[src/rtl/core/pmst_pkg.sv]
// shared types, constants and codes of the prefix max segment tree
`default_nettype none

package pmst_pkg;

    // tree geometry
    localparam int LEAF_BITS  = 10;
    localparam int LEAF_COUNT = 1 << LEAF_BITS;
    localparam int ADDR_BITS  = LEAF_BITS + 1;
    localparam int CNT_BITS   = LEAF_BITS + 1;
    localparam int VAL_BITS   = 48;
    localparam int STEP_BITS  = $clog2(LEAF_BITS + 2);

    typedef logic signed [VAL_BITS-1:0] val_t;
    typedef logic [ADDR_BITS-1:0]       addr_t;
    typedef logic [CNT_BITS-1:0]        cnt_t;
    typedef logic [LEAF_BITS-1:0]       pos_t;
    typedef logic [STEP_BITS-1:0]       step_t;
    typedef logic [1:0]                 func_t;

    localparam val_t VAL_NEG_ONE   = '1;
    localparam cnt_t CNT_LEAF_FULL = cnt_t'(LEAF_COUNT);

    // operation codes
    localparam func_t FUNC_WRITE       = 2'd0;
    localparam func_t FUNC_PREFIX_MAX  = 2'd1;
    localparam func_t FUNC_COUNT_BELOW = 2'd2;

    typedef enum logic [2:0] {
        ST_CLEAR,
        ST_IDLE,
        ST_LEAF,
        ST_UP,
        ST_DESC_Q,
        ST_ROOT,
        ST_DESC_S,
        ST_DONE
    } state_t;

    typedef struct packed {
        logic  we;
        addr_t wr_addr;
        val_t  wr_data;
        addr_t rd_addr;
    } ram_req_t;

    typedef struct packed {
        logic ge;
        val_t maxv;
    } cmp_res_t;

    typedef struct packed {
        logic valid;
        val_t max_value;
        cnt_t leading_count;
    } res_t;

endpackage

`default_nettype wire

[src/rtl/core/pmst_cmp_unit.sv]
// shared signed compare and max unit
`default_nettype none

module pmst_cmp_unit
    import pmst_pkg::*;
(
    input  wire val_t a,
    input  wire val_t b,
    output cmp_res_t  res
);

    always_comb
    begin
        res.ge   = ($signed(a) >= $signed(b));
        res.maxv = res.ge ? a : b;
    end

endmodule

`default_nettype wire

[config.mk]
export PLATFORM = sky130hd
export DESIGN_NAME = pmst_cmp_unit
export DESIGN_NICKNAME = d
export VERILOG_FILES = /design/src/rtl/core/pmst_pkg.sv /design/src/rtl/core/pmst_cmp_unit.sv
export SDC_FILE = /design/constraint.sdc
export NUM_CORES = 1
export LEC_CHECK = 0
export ABC_CLOCK_PERIOD_IN_PS = 11970
export BUFFER_PORTS_ARGS = -buffer_cell sky130_fd_sc_hd__buf_4
export CAP_MARGIN = 25
export CELL_PAD_IN_SITES_DETAIL_PLACEMENT = 0
export CELL_PAD_IN_SITES_GLOBAL_PLACEMENT = 1
export CORE_AREA = 2 2 83 85
export DETAILED_ROUTE_END_ITERATION = 10
export DIE_AREA = 0 0 85 87
export PLACE_DENSITY = 0.84
export SLEW_MARGIN = 30
export SYNTH_ARGS = -nofsm -noshare
export SYNTH_HDL_FRONTEND = slang
export SYNTH_SLANG_ARGS = --single-unit
[constraint.sdc]
create_clock -name vclk -period 11.97
set_input_delay 3.591 -clock vclk [all_inputs]
set_output_delay 3.591 -clock vclk [all_outputs]
set_load 0.005 [all_outputs]
==> metrics.yaml <==
outcome: "completed"
use_met2_pct: 23.3
worst_setup_path_start_kind: "input pin"
wire_per_inst_um: 11.2
fin_setup_tns_ns: 0
grt_pass1_wl_mm: 8.14
maxSlewHeadroom_pct: 54.7
total_power_mw: 0.146
p_int_mw: 0.0909
hold_path_class: "in -> out"
ir_drop_uv: 21.9
clkPwrFrac_pct: 0
worstPathRequired_ns: 8.38
cts.repair.resized: 0
syn-instance-count: 229
leakagePower_nw: 1.74
yosys_warnings: 0
worstPathArrival_ns: 6.36
design_area_um2: 3030
met3_usage_pct: 1.61
die_w_um: 85
synth_fp_nets: 373
met1_usage_pct: 16.5
min_period_over_period_pct: 83.2
final.min_clock_period_ns: 9.96
dr_total_vias: 2067
rsz0062_at_grt: "no"
coreArea_um2: 6570
worst_slew_pin_slew_ns: 0.680
netlist_top_cells_area: "ha_1 (32%), mux2_2 (17%), mux2_4 (15%), inv_1 (9.8%), a21oi_1 (5.1%)"
syn_avg_cell_area_um2: 8.22
worstSetupEndpointType: "primary output"
drive_gt1_share_pct: 52.8
rows: 30
p_seq_share_pct: 0
wirelength_mm: 5.04
drt-vias-per-instance: 4.60
crit_fanout: 48
clock_buffer_count: 0
grt-ovfl-total: 0
gr-max-usage-layer: "met2"
synthTopCellsByCount: "inv_1 (49), ha_1 (48), mux2_2 (29), a21oi_1 (19), mux2_4 (19)"
grt_max_degree: 49
synth_top_area_share_pct: 31.9
setup-violations-final: 0
fillers: 677
dr.pass1.iters: 4
ant_nets: 0
holdWs_ns: 7.48
p_comb_share_pct: 100.0
post_cts_buffers: 0
multi_input_area_um2: 1650
crit_type: "in -> out"
seq_area_frac_synth_pct: 0
fmaxAchievable_ghz: 0.100
num_io_pins: 145
syn2layout_area_growth_pct: 61.0
initial_core_util_pct: 28.6
design.seq.count: 0
yosys.cell_types.count: 31
finalHoldViolCount: 0
cap_violations: 0
die_h_um: 87
grt_pass1_vias: 1908
synth_area_um2: 1880
grt_usage_pct: 12.6
power_density_nw_per_um2: 48.2
hpwl_mm: 4.61
synth.most_common_cell: "inv_1"
gp_congestion: 0.749
num-nets-final: 515
drcViolationCount: 0
die-area_um2: 7400
finalMaxSlewViolations: 0
regArea_um2: 0
drt_iter0_drc: 30
p_switching_mw: 0.0552
synth_top_area_cell: "ha_1"
power.share.switching_pct: 37.8
antenna_found_initial: 0
io_buffers: 145
num_antenna_cells: 0
dpl-instance-area_um2: 3030
postCtsHoldBufs: 0
## through the flow
step | std cells | util, % | setup WS, ns
2_1_floorplan | 229 | - | 2.65
3_3_place_gp | 449 | 46.1 | 1.69
3_5_place_dp | 449 | 46.1 | 1.98
4_1_cts | 449 | 46.1 | 1.97
5_1_grt | 449 | 46.1 | 1.76
6_report | 449 | 46.1 | 2.01
## path summary, 6_finish.rpt
kind / start / endpoint / slack (ns) / depth (start not counted)
worst max-delay path: a[17] / res[1] / 2.01 / 11
worst min-delay path: b[39] / res[39] / 7.48 / 3
## area by class of cell
cell class	instances	area share, %
multi-input cells	174	54.5
repair buffers	145	35.9
inverters	50	6.28
well taps	80	3.30
## per-layer routing
metal  vias up  wire length [um]
met4         0                 0
met5         -                 0
li1       1095                 -
met2        84              2460
met1       888              2100
met3         0               481
## critical path, stage by stage
cell and delay (ns):
buf_4 0.11, ha_1 0.30, a21oi_1 0.21, o21ai_0 0.11
a221o_1 0.35, o31a_1 0.24, nor3_1 0.18, mux2i_1 0.17
inv_4 0.52, mux2_2 0.41, buf_4 0.13
## kinds of logic (layout without fill, tap and decap cells)
| kind of cell | count (synthesis) | count (layout) | share of synthesized area [%] |
|---|---|---|---|
| muxes | 49 | 49 | 33.0 |
| buffers and inverters | 55 | 195 | 12.3 |
| adders and majority gates | 48 | 48 | 31.9 |
| AOI/OAI and AO/OA | 38 | 38 | 11.8 |
| and+or+nand+nor | 39 | 39 | 11.0 |
## layout by cell type, fill, tap and decap left out, drive strengths merged, types with 6 or more instances in the layout
master	instances
inv	50
nand3	6
o21ai	8
mux2	48
nand2	10
a21oi	19
nand4	10
buf	145
ha	48
## power groups by stage
stage          sequential [mW]  combinational (mW)  clock [mW]
3_5_place_dp                 0               0.148           0
5_1_grt                      0               0.162           0
2_1_floorplan                0              0.0796           0
3_3_place_gp                 0               0.147           0
6_report                     0               0.146           0
4_1_cts                      0               0.149           0
No activity file was read; power rests on OpenSTA's default activity.
