[src/rtl/core/pmst_pkg.sv]
// shared types, constants and codes of the prefix max segment tree
`default_nettype none

package pmst_pkg;

    // tree geometry
    localparam int LEAF_BITS  = 10;
    localparam int LEAF_COUNT = 1 << LEAF_BITS;
    localparam int ADDR_BITS  = LEAF_BITS + 1;
    localparam int CNT_BITS   = LEAF_BITS + 1;
    localparam int VAL_BITS   = 48;
    localparam int STEP_BITS  = $clog2(LEAF_BITS + 2);

    typedef logic signed [VAL_BITS-1:0] val_t;
    typedef logic [ADDR_BITS-1:0]       addr_t;
    typedef logic [CNT_BITS-1:0]        cnt_t;
    typedef logic [LEAF_BITS-1:0]       pos_t;
    typedef logic [STEP_BITS-1:0]       step_t;
    typedef logic [1:0]                 func_t;

    localparam val_t VAL_NEG_ONE   = '1;
    localparam cnt_t CNT_LEAF_FULL = cnt_t'(LEAF_COUNT);

    // operation codes
    localparam func_t FUNC_WRITE       = 2'd0;
    localparam func_t FUNC_PREFIX_MAX  = 2'd1;
    localparam func_t FUNC_COUNT_BELOW = 2'd2;

    typedef enum logic [2:0] {
        ST_CLEAR,
        ST_IDLE,
        ST_LEAF,
        ST_UP,
        ST_DESC_Q,
        ST_ROOT,
        ST_DESC_S,
        ST_DONE
    } state_t;

    typedef struct packed {
        logic  we;
        addr_t wr_addr;
        val_t  wr_data;
        addr_t rd_addr;
    } ram_req_t;

    typedef struct packed {
        logic ge;
        val_t maxv;
    } cmp_res_t;

    typedef struct packed {
        logic valid;
        val_t max_value;
        cnt_t leading_count;
    } res_t;

endpackage

`default_nettype wire

[src/rtl/core/pmst_seq.sv]
// sequencer and datapath registers that walk the tree one level a cycle
`default_nettype none

module pmst_seq
    import pmst_pkg::*;
(
    input  wire logic  clk,
    input  wire logic  rst_n,
    input  wire logic  in_valid,
    output logic       in_stall,
    input  wire func_t func,
    input  wire pos_t  position,
    input  wire val_t  operand_value,
    input  wire cnt_t  count_in_use,
    output ram_req_t   ram_req,
    input  wire val_t  rd_data,
    output val_t       cmp_a,
    output val_t       cmp_b,
    input  wire cmp_res_t cmp,
    output res_t       res,
    input  wire logic  res_take
);

    state_t state_reg, state_next;
    func_t  op_reg, op_next;
    addr_t  node_reg, node_next;
    step_t  step_reg, step_next;
    logic   pend_reg, pend_next;
    val_t   acc_reg, acc_next;
    val_t   thr_reg, thr_next;
    pos_t   last_reg, last_next;
    cnt_t   n_reg, n_next;
    cnt_t   cnt_reg, cnt_next;

    logic   accept;
    addr_t  parent;
    addr_t  node_left;
    addr_t  node_right;
    addr_t  node_step;
    cnt_t   idx_ext;
    cnt_t   pos_ext;
    cnt_t   n_minus_one;

    assign accept      = in_valid && (state_reg == ST_IDLE);
    assign in_stall    = (state_reg != ST_IDLE);
    assign parent      = node_reg >> 1;
    assign node_left   = {node_reg[ADDR_BITS-2:0], 1'b0};
    assign node_right  = {node_reg[ADDR_BITS-2:0], 1'b1};
    assign node_step   = cmp.ge ? node_left : node_right;
    assign idx_ext     = {1'b0, node_step[LEAF_BITS-1:0]};
    assign pos_ext     = {1'b0, position};
    assign n_minus_one = count_in_use - cnt_t'(1);

    // operand select for the shared compare unit
    always_comb
    begin
        if (state_reg inside {ST_UP, ST_DESC_Q})
        begin
            cmp_a = acc_reg;
            cmp_b = rd_data;
        end
        else if (state_reg inside {ST_ROOT, ST_DESC_S})
        begin
            cmp_a = rd_data;
            cmp_b = thr_reg;
        end
        else
        begin
            cmp_a = thr_reg;
            cmp_b = VAL_NEG_ONE;
        end
    end

    // next state
    always_comb
    begin
        state_next = state_reg;
        case (state_reg)
            ST_CLEAR:
            begin
                if (node_reg == '1)
                begin
                    state_next = ST_IDLE;
                end
            end
            ST_IDLE:
            begin
                if (accept)
                begin
                    case (func)
                        FUNC_WRITE:       state_next = ST_LEAF;
                        FUNC_PREFIX_MAX:
                            state_next = (count_in_use == '0) ? ST_DONE : ST_DESC_Q;
                        FUNC_COUNT_BELOW:
                            state_next = (count_in_use == '0) ? ST_DONE : ST_ROOT;
                        default:          state_next = ST_DONE;
                    endcase
                end
            end
            ST_LEAF:   state_next = ST_UP;
            ST_UP:
            begin
                if (parent == addr_t'(1))
                begin
                    state_next = ST_DONE;
                end
            end
            ST_DESC_Q:
            begin
                if (step_reg == step_t'(LEAF_BITS + 1))
                begin
                    state_next = ST_DONE;
                end
            end
            ST_ROOT:   state_next = cmp.ge ? ST_DESC_S : ST_DONE;
            ST_DESC_S:
            begin
                if (step_reg == step_t'(LEAF_BITS - 1))
                begin
                    state_next = ST_DONE;
                end
            end
            ST_DONE:
            begin
                if (res_take)
                begin
                    state_next = ST_IDLE;
                end
            end
            default:   state_next = ST_IDLE;
        endcase
    end

    // datapath and memory requests
    always_comb
    begin
        op_next   = op_reg;
        node_next = node_reg;
        step_next = step_reg;
        pend_next = pend_reg;
        acc_next  = acc_reg;
        thr_next  = thr_reg;
        last_next = last_reg;
        n_next    = n_reg;
        cnt_next  = cnt_reg;
        ram_req.we      = 1'b0;
        ram_req.wr_addr = node_reg;
        ram_req.wr_data = cmp.maxv;
        ram_req.rd_addr = node_reg;

        res.valid         = (state_reg == ST_DONE);
        res.max_value     = (op_reg == FUNC_PREFIX_MAX) ? acc_reg : '0;
        res.leading_count = (op_reg == FUNC_COUNT_BELOW) ? cnt_reg : '0;

        case (state_reg)
            ST_CLEAR:
            begin
                // sweep every node to minus one after reset
                ram_req.we      = 1'b1;
                ram_req.wr_data = VAL_NEG_ONE;
                node_next       = node_reg + addr_t'(1);
            end
            ST_IDLE:
            begin
                if (accept)
                begin
                    op_next   = func;
                    thr_next  = operand_value;
                    n_next    = count_in_use;
                    step_next = '0;
                    pend_next = 1'b0;
                    acc_next  = VAL_NEG_ONE;
                    cnt_next  = '0;
                    last_next = (pos_ext < count_in_use) ? position
                                                         : n_minus_one[LEAF_BITS-1:0];
                    if (func == FUNC_WRITE)
                    begin
                        node_next = {1'b1, position};
                    end
                    else
                    begin
                        node_next = addr_t'(1);
                    end
                    ram_req.rd_addr = addr_t'(1);
                end
            end
            ST_LEAF:
            begin
                // store the saturated leaf, fetch its sibling
                ram_req.we      = 1'b1;
                acc_next        = cmp.maxv;
                ram_req.rd_addr = node_reg ^ addr_t'(1);
            end
            ST_UP:
            begin
                ram_req.we      = 1'b1;
                ram_req.wr_addr = parent;
                acc_next        = cmp.maxv;
                node_next       = parent;
                ram_req.rd_addr = parent ^ addr_t'(1);
            end
            ST_DESC_Q:
            begin
                if (pend_reg)
                begin
                    acc_next = cmp.maxv;
                end
                step_next = step_reg + step_t'(1);
                if (step_reg < step_t'(LEAF_BITS))
                begin
                    // a set bit of the last index takes the whole left subtree
                    last_next = last_reg << 1;
                    if (last_reg[LEAF_BITS-1])
                    begin
                        ram_req.rd_addr = node_left;
                        pend_next       = 1'b1;
                        node_next       = node_right;
                    end
                    else
                    begin
                        pend_next = 1'b0;
                        node_next = node_left;
                    end
                end
                else
                begin
                    // leaf of the last index itself
                    ram_req.rd_addr = node_reg;
                    pend_next       = 1'b1;
                end
            end
            ST_ROOT:
            begin
                if (!cmp.ge)
                begin
                    cnt_next = n_reg;
                end
                ram_req.rd_addr = node_left;
                step_next       = '0;
            end
            ST_DESC_S:
            begin
                node_next       = node_step;
                step_next       = step_reg + step_t'(1);
                ram_req.rd_addr = {node_step[ADDR_BITS-2:0], 1'b0};
                if (step_reg == step_t'(LEAF_BITS - 1))
                begin
                    cnt_next = (idx_ext < n_reg) ? idx_ext : n_reg;
                end
            end
            ST_DONE:
            begin
            end
            default:
            begin
            end
        endcase
    end

    always_ff @(posedge clk or negedge rst_n)
    begin
        if (!rst_n)
        begin
            state_reg <= ST_CLEAR;
            node_reg  <= '0;
            step_reg  <= '0;
            pend_reg  <= 1'b0;
        end
        else
        begin
            state_reg <= state_next;
            node_reg  <= node_next;
            step_reg  <= step_next;
            pend_reg  <= pend_next;
        end
    end

    always_ff @(posedge clk)
    begin
        op_reg   <= op_next;
        acc_reg  <= acc_next;
        thr_reg  <= thr_next;
        last_reg <= last_next;
        n_reg    <= n_next;
        cnt_reg  <= cnt_next;
    end

endmodule

`default_nettype wire

[config.mk]
export PLATFORM = sky130hd
export DESIGN_NAME = pmst_seq
export DESIGN_NICKNAME = d
export VERILOG_FILES = /design/src/rtl/core/pmst_pkg.sv /design/src/rtl/core/pmst_seq.sv
export SDC_FILE = /design/constraint.sdc
export NUM_CORES = 1
export LEC_CHECK = 0
export BUFFER_PORTS_ARGS = -buffer_cell sky130_fd_sc_hd__buf_2
export CAP_MARGIN = 20
export CORE_AREA = 2 2 155 157
export DETAILED_ROUTE_END_ITERATION = 8
export DIE_AREA = 0 0 157 159
export PLACE_DENSITY_LB_ADDON = 0.3
export SYNTH_ARGS = -nofsm -noshare
export SYNTH_HDL_FRONTEND = slang
export SYNTH_SLANG_ARGS = --single-unit
[constraint.sdc]
create_clock -name clk -period 14.9 [get_ports clk]
set_input_delay 2.235 -clock clk [delete_from_list [all_inputs] [get_ports clk]]
set_output_delay 2.235 -clock clk [all_outputs]
set_load 0.03 [all_outputs]
==> flow_summary.ini <==
[floorplan]
fp-row-count = 56
start_util_pct = 41.18
pin_count = 400
die-area_um2 = 24960
die_w_um = 157
core_um2 = 23190
die_h_um = 159

[final_layout]
diodes = 0
syn_to_final_growth_pct = 29.39
drive_above_1_share_pct = 38.26
final_nets = 1525
final_cell_mix = 399 x buf_2, 130 x edfxtp_1, 86 x a21oi_1, 75 x nand2_1, 74 x nor2_1
final_common_cell = buf_2
finalNonFillerCells = 1660

[clock_tree]
clk_pin_slew_ns = 0.06
post-cts-setup-buffers = 0
ctsResizeCount = 0
cts_buffers = 17
cts_tree = built
clockRootBuffer = clkbuf_16
clkLatencyLatePin_ns = 0.43
postCtsHoldBufs = 0
cts.sinks = 149
htreeDepth = 4
cts.path.max_buffers = 2

[worst_setup_path]
arrival_ns = 4.26
crit_type = reg -> out
critPathMaxFanout = 99
crit_required_ns = 12.66
start_kind = flop
cp-end-kind = output port

[yosys]
yosys-top-cells-area = edfxtp_1 41%, mux2i_1 5.8%, dfrtp_1 5.0%
synth_enable_flop_cells = 130
yosysTopAreaCellShare_pct = 40.88
synth_top_flop_cell = edfxtp_1
synth_cell_types = 63
synth_nets = 1173
yosys_warnings = 0
ys_seq_elements = 149
synth-async-reset-ratio_pct = 12.75
yosysSeqAreaShare_pct = 45.85
synth_area_um2 = 9550
synth.avg_cell_area_um2 = 9.775
synth_area_leader_cell = edfxtp_1
synth_cells = 977

[drt]
viasPerCell = 5.427
vias = 9009
wl_um = 34560
firstDrtPassIters = 8
drc = 0
drt_iter0_markers = 897
drt.antenna.violating_nets = 0
wl_per_cell_um = 20.82

[run_status]
outcome = completed

[place]
dp_cells = 1627
gp_congestion = 0.9951
port_buffers = 399
hpwl_um = 25880

[power]
p_clk_share_pct = 16.2
p_switching_mw = 1.452
p_per_area_nw_per_um2 = 229.2
internal_power_mw = 1.381
peakVddDrop_mv = 0.1142
swShare_pct = 51.25
p_leak_nw = 5.484
sequentialPowerShare_pct = 24.4
p_comb_share_pct = 59.5

[global_routing]
overflow = 0
met2_usage_pct = 45.28
grt_usage_pct = 26.63
grt_pass1_vias = 8381
antenna_found_initial = 3
grt-busiest-layer = met2
grt_use_met3_pct = 5.934
grt_util_met1_pct = 33.15
grt_max_degree = 100
grt_pass1_wl_um = 50180

[min_path]
min_path_type = reg -> reg

[sta]
fin_crit_ns = 6.492
slew_headroom_pct = 23.13
setup_violations = 0
tns_ns = 0
hold_viol_final = 0
finClkSkew_ns = 0.01208
fmax_ghz = 0.1540
worst_pin_slew_ns = 1.153
rsz0062_at_grt = false
drv_slew = 0
finalCritPeriodShare_pct = 43.57

[flow_run]
drv_cap = 0
-- metrics by stage --
| step | area [um2] | setup WS [ns] | utilization [%] | power, mW | hold slack (ns) |
|---|---|---|---|---|---|
| finish | 12360 | 8.408 | 53.28 | 2.833 | 0.5274 |
| global placement | 11700 | 8.900 | 50.43 | 2.346 | 0.4985 |
| detailed placement | 11700 | 8.880 | 50.43 | 2.358 | 0.5109 |
| floorplan | 9550 | 8.679 | - | 1.906 | 0.4827 |
| CTS | 12310 | 8.407 | 53.08 | 2.821 | 0.5244 |
| global route | 12360 | 8.129 | 53.28 | 2.982 | 0.5603 |
-- layer usage --
layer | part of all wire (%) | up-vias
li1 | - | 4248
met1 | 40 | 4332
met2 | 50 | 371
met3 | 7.2 | 54
met4 | 2.9 | 4
met5 | 0.072 | -
-- power groups by stage --
stage          Clock, mW  Combinational, mW  Sequential (mW)
2_1_floorplan          0               1.27            0.639
3_3_place_gp           0               1.64            0.703
3_5_place_dp           0               1.65            0.707
4_1_cts            0.466               1.66            0.698
5_1_grt            0.481               1.80            0.703
6_report           0.458               1.68            0.691
-- synth_stat cells (all sizes together), types with 7 or more instances --
cell	n
buf	41
o21ai	37
nand2	76
nand3	26
and2	61
inv	38
a222oi	13
dfrtp	19
or2	48
nor2b	7
o32ai	7
nand2b	51
o22a	51
a22o	12
nor3	7
edfxtp	130
nor2	76
clkbuf	37
a21oi	86
ha	24
mux2i	55
-- path summary, 6_finish.rpt --
path,from,end,slack (ns),depth (start not counted)
worst max-delay path,state_reg[0],cmp_b[47],8.41,8
worst min-delay path,pend_reg,pend_reg,0.53,2
worst max register to register,state_reg[0],thr_reg[46],11.91,5
worst min register to register,pend_reg,pend_reg,0.53,2
max in group asynchronous,rst_n,pend_reg,12.80,1
min in group asynchronous,rst_n,node_reg[6],1.75,1
-- cell families (layout without fill, tap and decap cells) --
family	Yosys count	count (layout)	share of synthesized area, %
flops	149	149	45.85
compound gates	252	252	18.67
buf+inv	116	480	5.267
mux	55	55	5.764
simple gates	373	373	20.57
xor+xnor	8	8	0.7337
fa+ha+maj	24	24	3.144
-- critical path, cell delays in order (launching register included) --
cell and delay (ns):
dfrtp_1 0.76, inv_2 0.20, nand2_1 0.19, nor2_1 0.06
buf_4 0.20, nor2_4 0.86, buf_4 0.88, o22a_1 0.35
buf_2 0.23
-- area by class of cell --
type	instances	area (um2)
clock buffers	19	432.9
clock inverters	12	180.2
fillers	2192	10840
inverters	38	142.6
multi-input cells	712	4703
flip-flops and latches	149	4379
well taps	319	399.1
repair buffers	411	2120
No activity file was read; power rests on OpenSTA's default activity.
